==> config.mk <==
export PLATFORM = sky130hd
export DESIGN_NAME = websocket_frame_deframer_flat
export DESIGN_NICKNAME = d
export VERILOG_FILES = /design/src/rtl/wsd_pkg.sv /design/src/rtl/wsd_req_if.sv /design/src/rtl/wsd_rsp_if.sv /design/src/rtl/websocket_frame_deframer.sv /design/src/flat_wrapper.sv
export SDC_FILE = /design/constraint.sdc
export NUM_CORES = 1
export LEC_CHECK = 0
export BUFFER_PORTS_ARGS = -buffer_cell sky130_fd_sc_hd__buf_2
export CAP_MARGIN = 20
export CORE_ASPECT_RATIO = 1.25
export CORE_MARGIN = 2
export CORE_UTILIZATION = 65
export CTS_CLUSTER_SIZE = 25
export DETAILED_ROUTE_END_ITERATION = 16
export GPL_ROUTABILITY_DRIVEN = 0
export GPL_TIMING_DRIVEN = 0
export PLACE_DENSITY_LB_ADDON = 0.15
export SKIP_LAST_GASP = 1
export SLEW_MARGIN = 5
export SYNTH_ARGS = -nofsm -noshare
export SYNTH_HDL_FRONTEND = slang
export SYNTH_SLANG_ARGS = --single-unit
==> constraint.sdc <==
create_clock -name clock -period 10.9 [get_ports clock]
set_input_delay 0.545 -clock clock [delete_from_list [all_inputs] [get_ports clock]]
set_output_delay 0.545 -clock clock [all_outputs]
set_load 0.02 [all_outputs]
==> src/rtl/wsd_pkg.sv <==
package wsd_pkg;

   localparam int ByteWidth   = 8;
   localparam int OpcodeWidth = 4;
   localparam int LengthWidth = 64;
   localparam int KeyWidth    = 32;
   localparam int CountWidth  = 3;

   typedef logic [ByteWidth-1:0]   byte_type;
   typedef logic [OpcodeWidth-1:0] opcode_type;
   typedef logic [LengthWidth-1:0] length_type;
   typedef logic [KeyWidth-1:0]    key_type;
   typedef logic [CountWidth-1:0]  count_type;

   // result_kind codes
   localparam logic KIND_HEADER  = 1'b0;
   localparam logic KIND_PAYLOAD = 1'b1;

   // 7-bit length escapes
   localparam logic [6:0] LEN_EXT16 = 7'd126;
   localparam logic [6:0] LEN_EXT64 = 7'd127;

   // extended length / mask key bytes still to come, minus one
   localparam count_type EXT16_COUNT = 3'd1;
   localparam count_type EXT64_COUNT = 3'd7;
   localparam count_type KEY_COUNT   = 3'd3;

endpackage

==> src/rtl/wsd_req_if.sv <==
interface wsd_req_if import wsd_pkg::*; ();

   logic     valid;
   logic     ready;
   byte_type rx_byte;

   modport source (output valid, output rx_byte, input ready);
   modport sink   (input valid, input rx_byte, output ready);

endinterface

==> src/rtl/wsd_rsp_if.sv <==
interface wsd_rsp_if import wsd_pkg::*; ();

   logic       valid;
   logic       ready;
   logic       result_kind;
   opcode_type frame_opcode;
   logic       fin_flag;
   logic       mask_flag;
   length_type frame_length;
   byte_type   payload_data;
   logic       last_byte;

   modport source (output valid, output result_kind, output frame_opcode, output fin_flag,
                   output mask_flag, output frame_length, output payload_data,
                   output last_byte, input ready);
   modport sink   (input valid, input result_kind, input frame_opcode, input fin_flag,
                   input mask_flag, input frame_length, input payload_data,
                   input last_byte, output ready);

endinterface

==> src/rtl/websocket_frame_deframer.sv <==
// Channel   Dir  Payload
// req_ch    in   rx_byte: one stream byte per word
// rsp_ch    out  result_kind, frame_opcode, fin_flag, mask_flag, frame_length,
//                payload_data, last_byte
//
// One byte per clock sustained while rsp_ch is ready; results are registered at the output.
// The parser runs once per byte between the input register and the result register.
// Synchronous active-high reset returns the parser to the first header byte.
// A stalled result holds the parser; the input register still takes one more byte.
module websocket_frame_deframer import wsd_pkg::*; (
   input  logic      clock,
   input  logic      reset,
   wsd_req_if.sink   req_ch,
   wsd_rsp_if.source rsp_ch
);

   typedef enum logic [2:0] {
      PH_FIRST,
      PH_SECOND,
      PH_EXTLEN,
      PH_MASK,
      PH_PAYLOAD
   } phase_type;

   // input register
   logic       in_valid_ff;
   byte_type   in_byte_ff;

   // parser state
   phase_type  phase_ff, phase_in;
   opcode_type opcode_ff, opcode_in;
   logic       fin_ff, fin_in;
   logic       masked_ff, masked_in;
   count_type  count_ff, count_in;
   length_type total_ff, total_in;
   key_type    key_ff, key_in;
   length_type seen_ff, seen_in;

   // result register
   logic       rsp_valid_ff;
   logic       kind_ff;
   opcode_type rsp_opcode_ff;
   logic       rsp_fin_ff;
   logic       rsp_mask_ff;
   length_type rsp_length_ff;
   byte_type   rsp_data_ff;
   logic       rsp_last_ff;

   logic       out_free;
   logic       advance;
   logic       emit;
   logic       emit_kind;
   byte_type   emit_data;
   logic       emit_last;
   logic       len_done;
   logic       hdr_done;
   logic [6:0] len7;
   byte_type   key_byte;

   assign out_free     = !rsp_valid_ff || rsp_ch.ready;
   assign advance      = in_valid_ff && out_free;
   assign req_ch.ready = !in_valid_ff || out_free;

   assign len7     = in_byte_ff[6:0];
   assign key_byte = key_ff[(KeyWidth - 1 - ByteWidth * seen_ff[1:0]) -: ByteWidth];

   always_comb begin
      phase_in  = phase_ff;
      opcode_in = opcode_ff;
      fin_in    = fin_ff;
      masked_in = masked_ff;
      count_in  = count_ff;
      total_in  = total_ff;
      key_in    = key_ff;
      seen_in   = seen_ff;
      emit      = 1'b0;
      emit_kind = KIND_HEADER;
      emit_data = '0;
      emit_last = 1'b0;
      len_done  = 1'b0;
      hdr_done  = 1'b0;

      unique case (phase_ff)
         PH_SECOND: begin
            masked_in = in_byte_ff[7];
            if (len7 == LEN_EXT16 || len7 == LEN_EXT64) begin
               total_in = '0;
               count_in = (len7 == LEN_EXT16) ? EXT16_COUNT : EXT64_COUNT;
               phase_in = PH_EXTLEN;
            end else begin
               total_in = {{(LengthWidth - 7){1'b0}}, len7};
               len_done = 1'b1;
            end
         end
         PH_EXTLEN: begin
            total_in = {total_ff[LengthWidth-ByteWidth-1:0], in_byte_ff};
            if (count_ff == '0) begin
               len_done = 1'b1;
            end else begin
               count_in = count_ff - 1'b1;
            end
         end
         PH_MASK: begin
            key_in = {key_ff[KeyWidth-ByteWidth-1:0], in_byte_ff};
            if (count_ff == '0) begin
               hdr_done = 1'b1;
            end else begin
               count_in = count_ff - 1'b1;
            end
         end
         PH_PAYLOAD: begin
            emit_data = masked_ff ? (in_byte_ff ^ key_byte) : in_byte_ff;
            seen_in   = seen_ff + 1'b1;
            emit_last = (seen_in >= total_ff);
            if (emit_last) begin
               phase_in = PH_FIRST;
            end
            emit      = 1'b1;
            emit_kind = KIND_PAYLOAD;
         end
         default: begin
            fin_in    = in_byte_ff[7];
            opcode_in = in_byte_ff[OpcodeWidth-1:0];
            phase_in  = PH_SECOND;
         end
      endcase

      // length known: collect the mask key or close the header
      if (len_done) begin
         if (masked_in) begin
            key_in   = '0;
            count_in = KEY_COUNT;
            phase_in = PH_MASK;
         end else begin
            hdr_done = 1'b1;
         end
      end

      if (hdr_done) begin
         seen_in   = '0;
         count_in  = '0;
         phase_in  = (total_in == '0) ? PH_FIRST : PH_PAYLOAD;
         emit      = 1'b1;
         emit_kind = KIND_HEADER;
      end
   end

   always_ff @(posedge clock) begin
      if (reset) begin
         in_valid_ff  <= 1'b0;
         rsp_valid_ff <= 1'b0;
         phase_ff     <= PH_FIRST;
         opcode_ff    <= '0;
         fin_ff       <= 1'b0;
         masked_ff    <= 1'b0;
         count_ff     <= '0;
         total_ff     <= '0;
         key_ff       <= '0;
         seen_ff      <= '0;
      end else begin
         if (req_ch.valid && req_ch.ready) begin
            in_valid_ff <= 1'b1;
            in_byte_ff  <= req_ch.rx_byte;
         end else if (advance) begin
            in_valid_ff <= 1'b0;
         end

         if (advance) begin
            phase_ff  <= phase_in;
            opcode_ff <= opcode_in;
            fin_ff    <= fin_in;
            masked_ff <= masked_in;
            count_ff  <= count_in;
            total_ff  <= total_in;
            key_ff    <= key_in;
            seen_ff   <= seen_in;
         end

         if (out_free) begin
            rsp_valid_ff <= advance && emit;
         end

         if (advance && emit) begin
            kind_ff       <= emit_kind;
            rsp_opcode_ff <= opcode_in;
            rsp_fin_ff    <= fin_in;
            rsp_mask_ff   <= masked_in;
            rsp_length_ff <= total_in;
            rsp_data_ff   <= emit_data;
            rsp_last_ff   <= emit_last;
         end
      end
   end

   assign rsp_ch.valid        = rsp_valid_ff;
   assign rsp_ch.result_kind  = kind_ff;
   assign rsp_ch.frame_opcode = rsp_opcode_ff;
   assign rsp_ch.fin_flag     = rsp_fin_ff;
   assign rsp_ch.mask_flag    = rsp_mask_ff;
   assign rsp_ch.frame_length = rsp_length_ff;
   assign rsp_ch.payload_data = rsp_data_ff;
   assign rsp_ch.last_byte    = rsp_last_ff;

endmodule
==> src/flat_wrapper.sv <==
// flat-port wrapper written by rule: the top's interface ports become plain ports
module websocket_frame_deframer_flat import wsd_pkg::*;
  (clock, reset, req_ch_valid, req_ch_rx_byte, req_ch_ready, rsp_ch_valid, rsp_ch_result_kind, rsp_ch_frame_opcode, rsp_ch_fin_flag, rsp_ch_mask_flag, rsp_ch_frame_length, rsp_ch_payload_data, rsp_ch_last_byte, rsp_ch_ready);
  wsd_req_if req_ch_i ();
  wsd_rsp_if rsp_ch_i ();
  input  logic clock;
  input  logic reset;
  input wire logic [$bits(req_ch_i.valid)-1:0] req_ch_valid;
  input wire logic [$bits(req_ch_i.rx_byte)-1:0] req_ch_rx_byte;
  output wire logic [$bits(req_ch_i.ready)-1:0] req_ch_ready;
  output wire logic [$bits(rsp_ch_i.valid)-1:0] rsp_ch_valid;
  output wire logic [$bits(rsp_ch_i.result_kind)-1:0] rsp_ch_result_kind;
  output wire logic [$bits(rsp_ch_i.frame_opcode)-1:0] rsp_ch_frame_opcode;
  output wire logic [$bits(rsp_ch_i.fin_flag)-1:0] rsp_ch_fin_flag;
  output wire logic [$bits(rsp_ch_i.mask_flag)-1:0] rsp_ch_mask_flag;
  output wire logic [$bits(rsp_ch_i.frame_length)-1:0] rsp_ch_frame_length;
  output wire logic [$bits(rsp_ch_i.payload_data)-1:0] rsp_ch_payload_data;
  output wire logic [$bits(rsp_ch_i.last_byte)-1:0] rsp_ch_last_byte;
  input wire logic [$bits(rsp_ch_i.ready)-1:0] rsp_ch_ready;
  assign req_ch_i.valid = req_ch_valid;
  assign req_ch_i.rx_byte = req_ch_rx_byte;
  assign req_ch_ready = req_ch_i.ready;
  assign rsp_ch_valid = rsp_ch_i.valid;
  assign rsp_ch_result_kind = rsp_ch_i.result_kind;
  assign rsp_ch_frame_opcode = rsp_ch_i.frame_opcode;
  assign rsp_ch_fin_flag = rsp_ch_i.fin_flag;
  assign rsp_ch_mask_flag = rsp_ch_i.mask_flag;
  assign rsp_ch_frame_length = rsp_ch_i.frame_length;
  assign rsp_ch_payload_data = rsp_ch_i.payload_data;
  assign rsp_ch_last_byte = rsp_ch_i.last_byte;
  assign rsp_ch_i.ready = rsp_ch_ready;
  websocket_frame_deframer u_core (.clock(clock), .reset(reset), .req_ch(req_ch_i), .rsp_ch(rsp_ch_i));
endmodule
==> reports/summary.txt <==
Synth warn = 0
Nets = 1728
Worst slew margin = 29.75%
Status = complete, no violations
Sequential-to-total area share from yosys stat = 45.40%
Final Hold Fails = 0
WHS = 0.1710 ns
Rows = 58
# resized after CTS = 0
CP Class = reg2reg
Slowest CP cell = nor4_4
Hold Path Class = in2reg
Worst Path Arrival = 4.92 ns
Netlist cell types = 63
Post-route antenna net violation count = 0
Worst vdd rail ir drop = 0.1676 mV
Async SR Flop Fraction = 0%
Metal3 WL = 3579 microns
WP buf/inv = 3
Critical path cell sequence = buf_2 > nand4_2 > or3_1 > buf_4 > nor4_4 > and3_1 > clkbuf_1 > nand2_1 > xnor2_1 > ha_1 > a21oi_1 > o21ai_0 > a221oi_1 > nand2_1 > nor3_1 > a21oi_1
Max Cap Violations = 0
Die X = 132.9 microns
Tmin final = 4.670 ns
Post-synth top area share = 25.82%
Crit path required time = 11.15 ns
Grt ovf = 0
Highest routed layer = met4
GRT Total Usage = 36.44%
Critical path startpoint category = register
Share of cells above drive strength 1 = 10.19%
Routed met1 length = 14380 microns
Final setup viols = 0
Die ar. = 21930 sq um
RSZ-0062 raised after global routing = no
Critical Path Sink Type = register
Leak = 0.005762 uW
Largest delay share family, worst path = simple AND/OR/NAND/NOR gates
Initial antenna violation count = 0
Die Y = 165.1 microns
H-tree Lvls = 1
Starting Density = 66.64%
Most common cell after layout, fill and taps aside = nand2_1
Worst path max stage delay = 0.50 ns
CTS tree = built
# IOs = 94
Most used flip-flop cell after synthesis = dfxtp_1
Syn Std Cell Area = 13490 sq um
Number of synthesized flops with an enable pin = 88
Drt wl/cell = 20.85 microns
Root buffer cell = clkbuf_16
Crit Path Max Fanout = 8
Post-CTS Repair Setup Buffers = 0
DR iter-0 viols = 1343
Setup TNS = 0 ns
Yosys reg bits = 262
Core Region = 20250 sq um
Syn Nets = 1604
Final worst clock skew = 0.02131 ns
WL final = 40450 microns
Slew @ Worst Pin = 1.049 ns
Max Clk Rate = 214.1 MHz
Largest net degree at the start of global routing = 38
PortBufs = 93
First-pass GRT wire length = 62250 microns
Routed met2 length = 19680 microns
Synth top area cells = dfxtp_1, edfxtp_1, ha_1, nand2_1, nor2_1
Clock latency on the worst-skew pair = 0.55 ns
Maximum clock insertion buffer count = 3
Max-slew violations = 0
Clock Pin Slew Worst Setup and Hold Paths = 0.06 ns
Vias in the first global route = 11770
Via count = 12430
Power Density = 148.4 nW/um^2
TritonRoute pass-1 iters = 7
Sink Count = 262
CTS Buf Count = 26
Synth Area per Inst = 8.847 sq um
Mapped Cells = 1525
Post-DP HPWL = 29720 microns
Vias per Instance = 6.407
Syn-to-layout area delta = 13.09%
Post-cts hold buffer count = 0
Most frequent cells in the layout = nand2_1, dfxtp_1, nor2_1
Tcrit/Tclk final = 42.85%
Synth area leader = dfxtp_1
Remaining DRCs = 0
==> state kept, by name, indices dropped and copies added, names as in the netlist, 3 cells and up <==
name                        flops
u_core.in_byte_ff               8
u_core.seen_ff                 64
u_core.phase_ff                 3
u_core.count_ff                 3
u_core.total_ff                64
u_core.key_ff                  32
u_core.rsp_ch.frame_length     64
u_core.rsp_ch.payload_data      8
u_core.opcode_ff                4
u_core.rsp_ch.frame_opcode      4
==> cell usage after synthesis, types with 9 or more instances <==
master    count
xor2_1       27
or3_1        11
ha_1         67
a211oi_1     67
nor3b_1      11
nor3_1       22
a22oi_1      13
o31ai_1      11
nor2_1      150
nor2b_1       9
clkbuf_1     79
and3_1       15
xnor2_1      44
edfxtp_1     88
nand4_1      34
a21oi_1     101
a22o_1       15
nand3_1      37
nand2_1     205
a31oi_1      13
inv_1        84
and2_1       12
o21ai_0     104
nor4_1       19
dfxtp_1     174
==> logic make-up (layout without fill, tap and decap cells) <==
| group | Yosys count | count (layout) | synth area share [%] |
|---|---|---|---|
| and+or+nand+nor | 566 | 566 | 19.98 |
| AOI/OAI and AO/OA | 366 | 366 | 16.83 |
| DFF | 262 | 262 | 45.40 |
| buffers and inverters | 178 | 322 | 5.063 |
| xor gates and xnor gates | 71 | 71 | 4.609 |
| adders and majority gates | 67 | 67 | 6.213 |
| muxes | 15 | 15 | 1.901 |
| other | 0 | 1 | 0 |
==> where the power goes <==
| group | internal (uW) | switching, uW |
|---|---|---|
| clock network | 559 | 390 |
| registers | 1040 | 28.6 |
| logic | 71.7 | 172 |
| total | 1670 | 591 |
==> final timing paths <==
path	startpoint	to	slack, ns	cells after the start
setup / recovery	u_core.seen_ff[8]	u_core.rsp_ch.last_byte	6.23	16
hold / removal	req_ch_rx_byte[7]	u_core.in_byte_ff[7]	0.17	1
hold reg to reg	u_core.key_ff[26]	u_core.key_ff[26]	0.46	2
setup reg to reg	u_core.seen_ff[8]	u_core.rsp_ch.last_byte	6.23	16
==> layer usage <==
metal  up-vias  GRT usage [%]
li1       5716              -
met1      5809          42.42
met2       704          63.52
met3       201          5.250
met4         0          23.26
met5         -              0
==> area by class of cell <==
class | count | area, sq um
clock inverter | 17 | 198.9
sequential | 262 | 6126
clock buffer | 31 | 709.4
multi-input combinational | 1085 | 6690
timing repair buffer | 96 | 510.5
antenna | 1 | 2.502
tap | 270 | 337.8
inverter | 84 | 315.3
fill | 1426 | 4989
buffer | 94 | 367.9
==> per-stage QoR <==
step	utilization, %	setup WS [ns]	power [uW]	instance area [sq um]	cells
2_1_floorplan	-	5.487	1239	13490	1525
3_3_place_gp	70.60	3.801	1317	14300	1888
3_5_place_dp	70.84	6.329	1323	14340	1890
4_1_cts	75.32	6.308	2256	15250	1938
5_1_grt	75.35	5.963	2321	15260	1939
6_report	75.36	6.230	2265	15260	1940
No activity file was read; power rests on OpenSTA's default activity.
